==> config.mk <==
export PLATFORM = sky130hd
export DESIGN_NAME = double_click_long_press_detector_unit_flat
export DESIGN_NICKNAME = d
export VERILOG_FILES = /design/src/dclp_pkg.sv /design/src/dclp_stream_if.sv /design/src/double_click_long_press_detector_unit.sv /design/src/flat_wrapper.sv
export VERILOG_INCLUDE_DIRS = /design/src /design/src/src
export SDC_FILE = /design/constraint.sdc
export NUM_CORES = 1
export LEC_CHECK = 0
export BUFFER_PORTS_ARGS = -buffer_cell sky130_fd_sc_hd__buf_2
export CAP_MARGIN = 20
export CORE_MARGIN = 2
export CORE_UTILIZATION = 50
export CTS_BUF_LIST = sky130_fd_sc_hd__clkbuf_8
export DETAILED_ROUTE_END_ITERATION = 12
export PLACE_DENSITY = 0.83
export SLEW_MARGIN = 30
export SYNTH_ARGS = -nofsm -noshare
export SYNTH_HDL_FRONTEND = slang
export SYNTH_SLANG_ARGS = --single-unit
==> constraint.sdc <==
create_clock -name clk -period 1.12 [get_ports clk]
set_input_delay 0.112 -clock clk [delete_from_list [all_inputs] [get_ports clk]]
set_output_delay 0.112 -clock clk [all_outputs]
set_load 0.05 [all_outputs]
==> src/double_click_long_press_detector_unit_defines.svh <==
// Assertion macros shared by the gesture detector RTL.
`ifndef DOUBLE_CLICK_LONG_PRESS_DETECTOR_UNIT_DEFINES_SVH
`define DOUBLE_CLICK_LONG_PRESS_DETECTOR_UNIT_DEFINES_SVH

`ifndef SYNTHESIS

`define DCLP_ASSERT_SAME(name, ante, cons) \
	name: assert property (@(posedge clk) disable iff (!arst_n) (ante) |-> (cons)) \
		else $error("dclp assertion failed");

`define DCLP_ASSERT_NEXT(name, ante, cons) \
	name: assert property (@(posedge clk) disable iff (!arst_n) (ante) |=> (cons)) \
		else $error("dclp assertion failed");

`else

`define DCLP_ASSERT_SAME(name, ante, cons)

`define DCLP_ASSERT_NEXT(name, ante, cons)

`endif

`endif

==> src/dclp_pkg.sv <==
// Types, widths and register codes of the gesture detector.
package dclp_pkg;

	localparam int ClockW     = 40;
	localparam int ElapsedW   = 20;
	localparam int WindowW    = 24;
	localparam int RadiusW    = 12;
	localparam int RadiusSqW  = 2 * RadiusW;
	localparam int PosW       = 16;
	localparam int DiffW      = PosW + 1;
	localparam int SquareW    = 2 * DiffW;
	localparam int DistW      = 34;
	localparam int AddrW      = 4;
	localparam int DataW      = 32;

	localparam logic [WindowW-1:0]   DoubleWindowRst = 24'd300000;
	localparam logic [WindowW-1:0]   LongPressRst    = 24'd500000;
	localparam logic [RadiusW-1:0]   MoveRadiusRst   = 12'd96;
	localparam logic [RadiusSqW-1:0] RadiusSqRst     = 24'd9216;

	typedef enum logic [1:0] {
		RegDoubleWindow = 2'd0,
		RegLongPress    = 2'd1,
		RegMoveRadius   = 2'd2
	} dclp_reg_t;

	typedef struct packed {
		logic [ElapsedW-1:0]    elapsed_us;
		logic                   press_edge;
		logic                   release_edge;
		logic                   button_held;
		logic signed [PosW-1:0] pointer_x;
		logic signed [PosW-1:0] pointer_y;
	} dclp_frame_t;

	typedef struct packed {
		logic double_click;
		logic long_press;
	} dclp_result_t;

endpackage

==> src/dclp_stream_if.sv <==
// Valid/ready stream interface carrying one payload per transfer.
interface dclp_stream_if #(
	parameter type T = logic
) ();
	logic valid;
	logic ready;
	T     data;

	modport source (output valid, output data, input ready);
	modport sink (input valid, input data, output ready);
endinterface

==> src/double_click_long_press_detector_unit.sv <==
// Top level of the double-click and long-press gesture detector.
// A frame accepted into the input register yields its result in the result register.
// One frame per cycle while results are taken; the input register, the single-pass gesture
// logic and the result register form a two-stage path that stalls while a held result is not taken.
// Reset clears the gesture clock and all gesture state and loads the register defaults.
`include "double_click_long_press_detector_unit_defines.svh"

module double_click_long_press_detector_unit
	import dclp_pkg::*;
(
	input  logic                clk,
	input  logic                arst_n,
	dclp_stream_if.sink         frame_in,
	dclp_stream_if.source       result_out,
	input  logic                psel,
	input  logic                penable,
	input  logic                pwrite,
	input  logic [AddrW-1:0]    paddr,
	input  logic [DataW-1:0]    pwdata,
	output logic [DataW-1:0]    prdata,
	output logic                pready
);

	logic [WindowW-1:0]   window_q;
	logic [WindowW-1:0]   long_q;
	logic [RadiusW-1:0]   radius_q;
	logic [RadiusSqW-1:0] radius_sq_q;
	dclp_reg_t            reg_sel;
	logic                 cfg_write;

	dclp_frame_t          frame_s1;
	logic                 valid_s1;
	logic                 advance;

	dclp_result_t         result_q;
	logic                 out_valid_q;

	logic [ClockW-1:0]    clock_q;
	logic [ClockW-1:0]    first_time_q;
	logic [ClockW-1:0]    start_time_q;
	logic [PosW-1:0]      origin_x_q;
	logic [PosW-1:0]      origin_y_q;
	logic                 pending_q;
	logic                 armed_q;
	logic                 done_q;

	logic [ClockW-1:0]    clock_next;
	logic [ClockW-1:0]    window_gap;
	logic [ClockW-1:0]    hold_gap;
	logic signed [DiffW-1:0]   dx;
	logic signed [DiffW-1:0]   dy;
	logic signed [SquareW-1:0] sq_x;
	logic signed [SquareW-1:0] sq_y;
	logic [DistW-1:0]     dist_sq;
	logic                 near_origin;
	logic                 click_fresh;

	logic [ClockW-1:0]    n_first_time;
	logic [ClockW-1:0]    n_start_time;
	logic [PosW-1:0]      n_origin_x;
	logic [PosW-1:0]      n_origin_y;
	logic                 n_pending;
	logic                 n_armed;
	logic                 n_done;
	dclp_result_t         n_result;

	assign pready    = 1'b1;
	assign reg_sel   = dclp_reg_t'(paddr[AddrW-1:2]);
	assign cfg_write = psel && penable && pwrite && pready;

	always_ff @(posedge clk or negedge arst_n) begin
		if (!arst_n) begin
			window_q    <= DoubleWindowRst;
			long_q      <= LongPressRst;
			radius_q    <= MoveRadiusRst;
			radius_sq_q <= RadiusSqRst;
		end else begin
			if (cfg_write) begin
				case (reg_sel)
					RegDoubleWindow: window_q <= pwdata[WindowW-1:0];
					RegLongPress:    long_q   <= pwdata[WindowW-1:0];
					RegMoveRadius: begin
						radius_q    <= pwdata[RadiusW-1:0];
						radius_sq_q <= RadiusSqW'(pwdata[RadiusW-1:0])
							* RadiusSqW'(pwdata[RadiusW-1:0]);
					end
					default: ;
				endcase
			end
		end
	end

	always_comb begin
		case (reg_sel)
			RegDoubleWindow: prdata = {{(DataW-WindowW){1'b0}}, window_q};
			RegLongPress:    prdata = {{(DataW-WindowW){1'b0}}, long_q};
			RegMoveRadius:   prdata = {{(DataW-RadiusW){1'b0}}, radius_q};
			default:         prdata = '0;
		endcase
	end

	assign advance        = valid_s1 && (!out_valid_q || result_out.ready);
	assign frame_in.ready = !valid_s1 || advance;

	always_ff @(posedge clk or negedge arst_n) begin
		if (!arst_n) begin
			valid_s1 <= 1'b0;
		end else if (frame_in.ready) begin
			valid_s1 <= frame_in.valid;
		end
	end

	always_ff @(posedge clk) begin
		if (frame_in.valid && frame_in.ready) begin
			frame_s1 <= frame_in.data;
		end
	end

	assign clock_next = clock_q + {{(ClockW-ElapsedW){1'b0}}, frame_s1.elapsed_us};
	assign window_gap = clock_next - first_time_q;
	assign hold_gap   = clock_next - start_time_q;

	assign dx   = {frame_s1.pointer_x[PosW-1], frame_s1.pointer_x}
		- {origin_x_q[PosW-1], origin_x_q};
	assign dy   = {frame_s1.pointer_y[PosW-1], frame_s1.pointer_y}
		- {origin_y_q[PosW-1], origin_y_q};
	assign sq_x = dx * dx;
	assign sq_y = dy * dy;
	assign dist_sq = DistW'($unsigned(sq_x)) + DistW'($unsigned(sq_y));

	assign near_origin = dist_sq <= {{(DistW-RadiusSqW){1'b0}}, radius_sq_q};
	assign click_fresh = pending_q && (window_gap <= {{(ClockW-WindowW){1'b0}}, window_q});

	// A press in the same frame as held skips the hold check, which sits behind the press branch,
	// so it can neither cancel nor fire; only older holds are tested.
	always_comb begin
		n_first_time = first_time_q;
		n_start_time = start_time_q;
		n_origin_x   = origin_x_q;
		n_origin_y   = origin_y_q;
		n_pending    = pending_q;
		n_armed      = armed_q;
		n_done       = done_q;
		n_result     = '0;

		if (frame_s1.press_edge) begin
			if (click_fresh && near_origin) begin
				n_result.double_click = 1'b1;
				n_pending             = 1'b0;
			end else begin
				n_first_time = clock_next;
				n_pending    = 1'b1;
			end
			n_origin_x   = frame_s1.pointer_x;
			n_origin_y   = frame_s1.pointer_y;
			n_start_time = clock_next;
			n_armed      = 1'b1;
			n_done       = 1'b0;
		end else if (frame_s1.button_held && armed_q && !done_q && (long_q != '0)) begin
			if (!near_origin) begin
				n_armed = 1'b0;
			end else if (hold_gap >= {{(ClockW-WindowW){1'b0}}, long_q}) begin
				n_result.long_press = 1'b1;
				n_done              = 1'b1;
			end
		end

		if (frame_s1.release_edge) begin
			n_armed = 1'b0;
			n_done  = 1'b0;
		end
	end

	always_ff @(posedge clk or negedge arst_n) begin
		if (!arst_n) begin
			clock_q      <= '0;
			first_time_q <= '0;
			start_time_q <= '0;
			origin_x_q   <= '0;
			origin_y_q   <= '0;
			pending_q    <= 1'b0;
			armed_q      <= 1'b0;
			done_q       <= 1'b0;
		end else if (advance) begin
			clock_q      <= clock_next;
			first_time_q <= n_first_time;
			start_time_q <= n_start_time;
			origin_x_q   <= n_origin_x;
			origin_y_q   <= n_origin_y;
			pending_q    <= n_pending;
			armed_q      <= n_armed;
			done_q       <= n_done;
		end
	end

	always_ff @(posedge clk or negedge arst_n) begin
		if (!arst_n) begin
			out_valid_q <= 1'b0;
		end else if (advance) begin
			out_valid_q <= 1'b1;
		end else if (result_out.ready) begin
			out_valid_q <= 1'b0;
		end
	end

	always_ff @(posedge clk) begin
		if (advance) begin
			result_q <= n_result;
		end
	end

	assign result_out.valid = out_valid_q;
	assign result_out.data  = result_q;

	`DCLP_ASSERT_SAME(a_no_both, out_valid_q, !(result_q.double_click && result_q.long_press))
	`DCLP_ASSERT_NEXT(a_dbl_consumes, advance && n_result.double_click, !pending_q)
	`DCLP_ASSERT_NEXT(a_long_once, advance && n_result.long_press && !frame_s1.release_edge, done_q)
	`DCLP_ASSERT_SAME(a_ready_when_empty, !out_valid_q, frame_in.ready)

endmodule
==> src/flat_wrapper.sv <==
// flat-port wrapper written by rule: the top's interface ports become plain ports
module double_click_long_press_detector_unit_flat import dclp_pkg::*;
  (clk, arst_n, psel, penable, pwrite, paddr, pwdata, prdata, pready, frame_in_valid, frame_in_data, frame_in_ready, result_out_valid, result_out_data, result_out_ready);
  dclp_stream_if frame_in_i ();
  dclp_stream_if result_out_i ();
  input  logic clk;
  input  logic arst_n;
  input  logic psel;
  input  logic penable;
  input  logic pwrite;
  input  logic [AddrW-1:0] paddr;
  input  logic [DataW-1:0] pwdata;
  output logic [DataW-1:0] prdata;
  output logic pready;
  input wire logic [$bits(frame_in_i.valid)-1:0] frame_in_valid;
  input wire logic [$bits(frame_in_i.data)-1:0] frame_in_data;
  output wire logic [$bits(frame_in_i.ready)-1:0] frame_in_ready;
  output wire logic [$bits(result_out_i.valid)-1:0] result_out_valid;
  output wire logic [$bits(result_out_i.data)-1:0] result_out_data;
  input wire logic [$bits(result_out_i.ready)-1:0] result_out_ready;
  assign frame_in_i.valid = frame_in_valid;
  assign frame_in_i.data = frame_in_data;
  assign frame_in_ready = frame_in_i.ready;
  assign result_out_valid = result_out_i.valid;
  assign result_out_data = result_out_i.data;
  assign result_out_i.ready = result_out_ready;
  double_click_long_press_detector_unit u_core (.clk(clk), .arst_n(arst_n), .frame_in(frame_in_i), .result_out(result_out_i), .psel(psel), .penable(penable), .pwrite(pwrite), .paddr(paddr), .pwdata(pwdata), .prdata(prdata), .pready(pready));
endmodule
==> summary.txt <==
Vias in the first global route: 2139
Most frequent cells in the layout: 48 x mux2_4, 44 x dfrtp_1, 39 x buf_4
Most common cell after layout, fill and taps aside: mux2_4
# rows: 27
Root Buffer: clkbuf_8
Pin count of the biggest net entering global routing: 63
Final GP Congestion: 0.764
Crit path launch: u_core.long_q[8]
Crit path to: prdata[8]
Reg2reg start: u_core.window_q[21]
CP Capture Type: primary output
Final net count: 357
GRT Overall Usage: 0.232
Die area: 0.00646 mm2
Syn Std Cell Area: 0.00292 mm2
Met3 WL: 242 um
HP Class: input pin to flop
Vias per cell: 5.18
WP data required: 1010 ps
CTS Buffer Depth: 2
Top Layer Used: met4
Port Buffers: 58
DP HPWL: 4.10 mm
Worst Setup Start Kind: flop
TritonCTS clock tree: yes
Leakage power: 2.01 nW
FF-to-FF path depth: 3
Area fraction of the dominant cell type after synthesis: 0.386
Antenna viol nets, final: 0
FF-to-FF End: u_core.window_q[21]
DR WL/cell: 18.1 um
Met1 wire length: 3.08 mm
First-pass GRT wire length: 10.9 mm
Worst-margin pin slew: 508 ps
DP Cell Count: 344
Final period util: 1.24
Fmax: 719 MHz
Worst EP arrival: 1280 ps
RSZ-0062 raised after global routing: yes
Worst slew margin: 0.661
Final worst setup slack: -271 ps
Core Region: 0.00557 mm2
Count of cell types in the netlist: 23
CTS buffer count: 9
Initial antenna violation count: 0
VDD IR-drop max: 0.908 mV
Layout cells sized above 1: 0.730
Max-cap viol count: 0
N_diodes: 0
Clock skew: 0.334 ps
Worst skew pair latency: 340 ps
1st-iter DRT viols: 100
DR vias: 2019
DP Worst Slack: -206 ps
Failing checks: negative setup slack
Ranking of synthesized cells by area: dfrtp_1 39%, mux2_2 19%, dfstp_2 15%, mux2i_1 8.2%, mux2_4 5.1%
Sink Count: 62
Final hold vios: 0
Die X: 80.4 um
Pins Over Slew Limit: 0
WL met2: 3.60 mm
Final setup fails: 24
Final min period: 1390 ps
Utilization after layout: 0.774
P&R area growth vs syn: 47.7%
Seq/Total Area, Yosys: 0.539
Yosys reg bits: 62
Pwr Density: 1830 mW/mm2
Cell count after synthesis: 215
Status: finished with violations
Routed WL: 7.06 mm
Reg clk slew, reported paths: 80 ps
Initial DRT Pass Iterations: 4
Final Non-Filler Cells: 390
H-Tree Depth: 3
Leading area contributor after synthesis: dfrtp_1
Mapped Avg Cell Area: 13.6 um2
Crit path kind: flop to primary output
DRC viols: 0
Synth warn: 0
Worst hold slack: 22.0 ps
Reg2Reg Setup Slack: 80 ps
Starting Density: 0.524
Fill count: 317
Crit Path Max Fanout: 2
DIE HEIGHT: 80.4 um
Total gr overflow: 0
Top Ports: 80
repair_timing:
item,4_1_cts,5_1_grt
endpoints found under the setup margin,25,26
pin swaps,11,6
gates cloned,0,0
endpoints found under the hold margin,46,0
setup buffers,19,9
resized for setup,65,13
hold buffers,2,0
critical path: stages (launching register included):
cell and delay (ps):
dfstp_2 550, mux2i_2 80, o21ai_4 130, buf_6 170
Yosys cell counts:
cell / n
nor3_2: 1
clkbuf_1: 3
mux2i_1: 24
inv_1: 1
nand2_1: 12
buf_4: 15
or3b_4: 1
buf_6: 2
nor3b_4: 1
mux2_1: 1
a21o_1: 1
mux2_2: 49
nor2_1: 12
conb_1: 2
dfstp_2: 17
nand3_1: 1
dfrtp_1: 45
nand2b_1: 1
nand3_2: 1
buf_2: 2
mux2_4: 10
o21ai_0: 12
nor2b_1: 1
flip-flops by register name, indices dropped and copies added, names as in the netlist:
signal and count:
u_core.long_q 24, u_core.radius_q 12, u_core.result_out.valid 1, u_core.valid_s1 1
u_core.window_q 24
area by class of cell:
class | count | area, um2 | area share
clock buffers | 10 | 138 | 0.0319
flip-flops and latches | 62 | 1570 | 0.365
clock inverters | 6 | 25.0 | 0.00580
repair buffers | 101 | 830 | 0.192
well taps | 72 | 90.1 | 0.0209
multi-input cells | 138 | 1650 | 0.383
inverters | 1 | 3.75 | 0.000871
per-stage QoR:
step                cell area, um2  power, mW  setup TNS (ps)
floorplan                     3330       4.94           -2070
global placement              3630       5.31           -9710
detailed placement            3630       5.38          -10480
CTS                           4180       7.64           -4900
global route                  4310       8.21           -5880
finish                        4310       7.87           -4660
how the worst min path moves through the flow:
| stage | start | endpoint | slack, ps | depth (start not counted) |
|---|---|---|---|---|
| global route | pwdata[13] | u_core.long_q[13] | 20 | 2 |
| detailed placement | arst_n | u_core.window_q[23] | 140 | 2 |
| finish | pwdata[19] | u_core.window_q[19] | 20 | 2 |
| floorplan | arst_n | u_core.long_q[0] | -180 | 0 |
| CTS | pwdata[13] | u_core.window_q[13] | 2 | 2 |
| global placement | arst_n | u_core.long_q[3] | 140 | 2 |
where the power goes:
part | switching [mW] | internal (mW) | leakage [nW]
logic | 1.40 | 1.56 | 1.18
registers | 0.386 | 2.86 | 0.726
clock network | 0.843 | 0.824 | 0.101
total | 2.63 | 5.25 | 2.01
layer usage:
metal  track usage  vias up
li1              -      922
met1         0.294     1028
met2         0.380       55
met3        0.0472       14
met4         0.108        0
met5             0        -
cells by family (layout without fill, tap and decap cells):
kind of cell | Yosys count | in the layout | share of synthesized area
other | 2 | 10 | 0.00257
AND/OR/NAND/NOR | 31 | 31 | 0.0540
AO/OA/AOI/OAI | 13 | 13 | 0.0231
multiplexers | 84 | 84 | 0.327
flip-flops | 62 | 62 | 0.539
buffers and inverters | 23 | 118 | 0.0549
(Power assumes the default switching activity.)
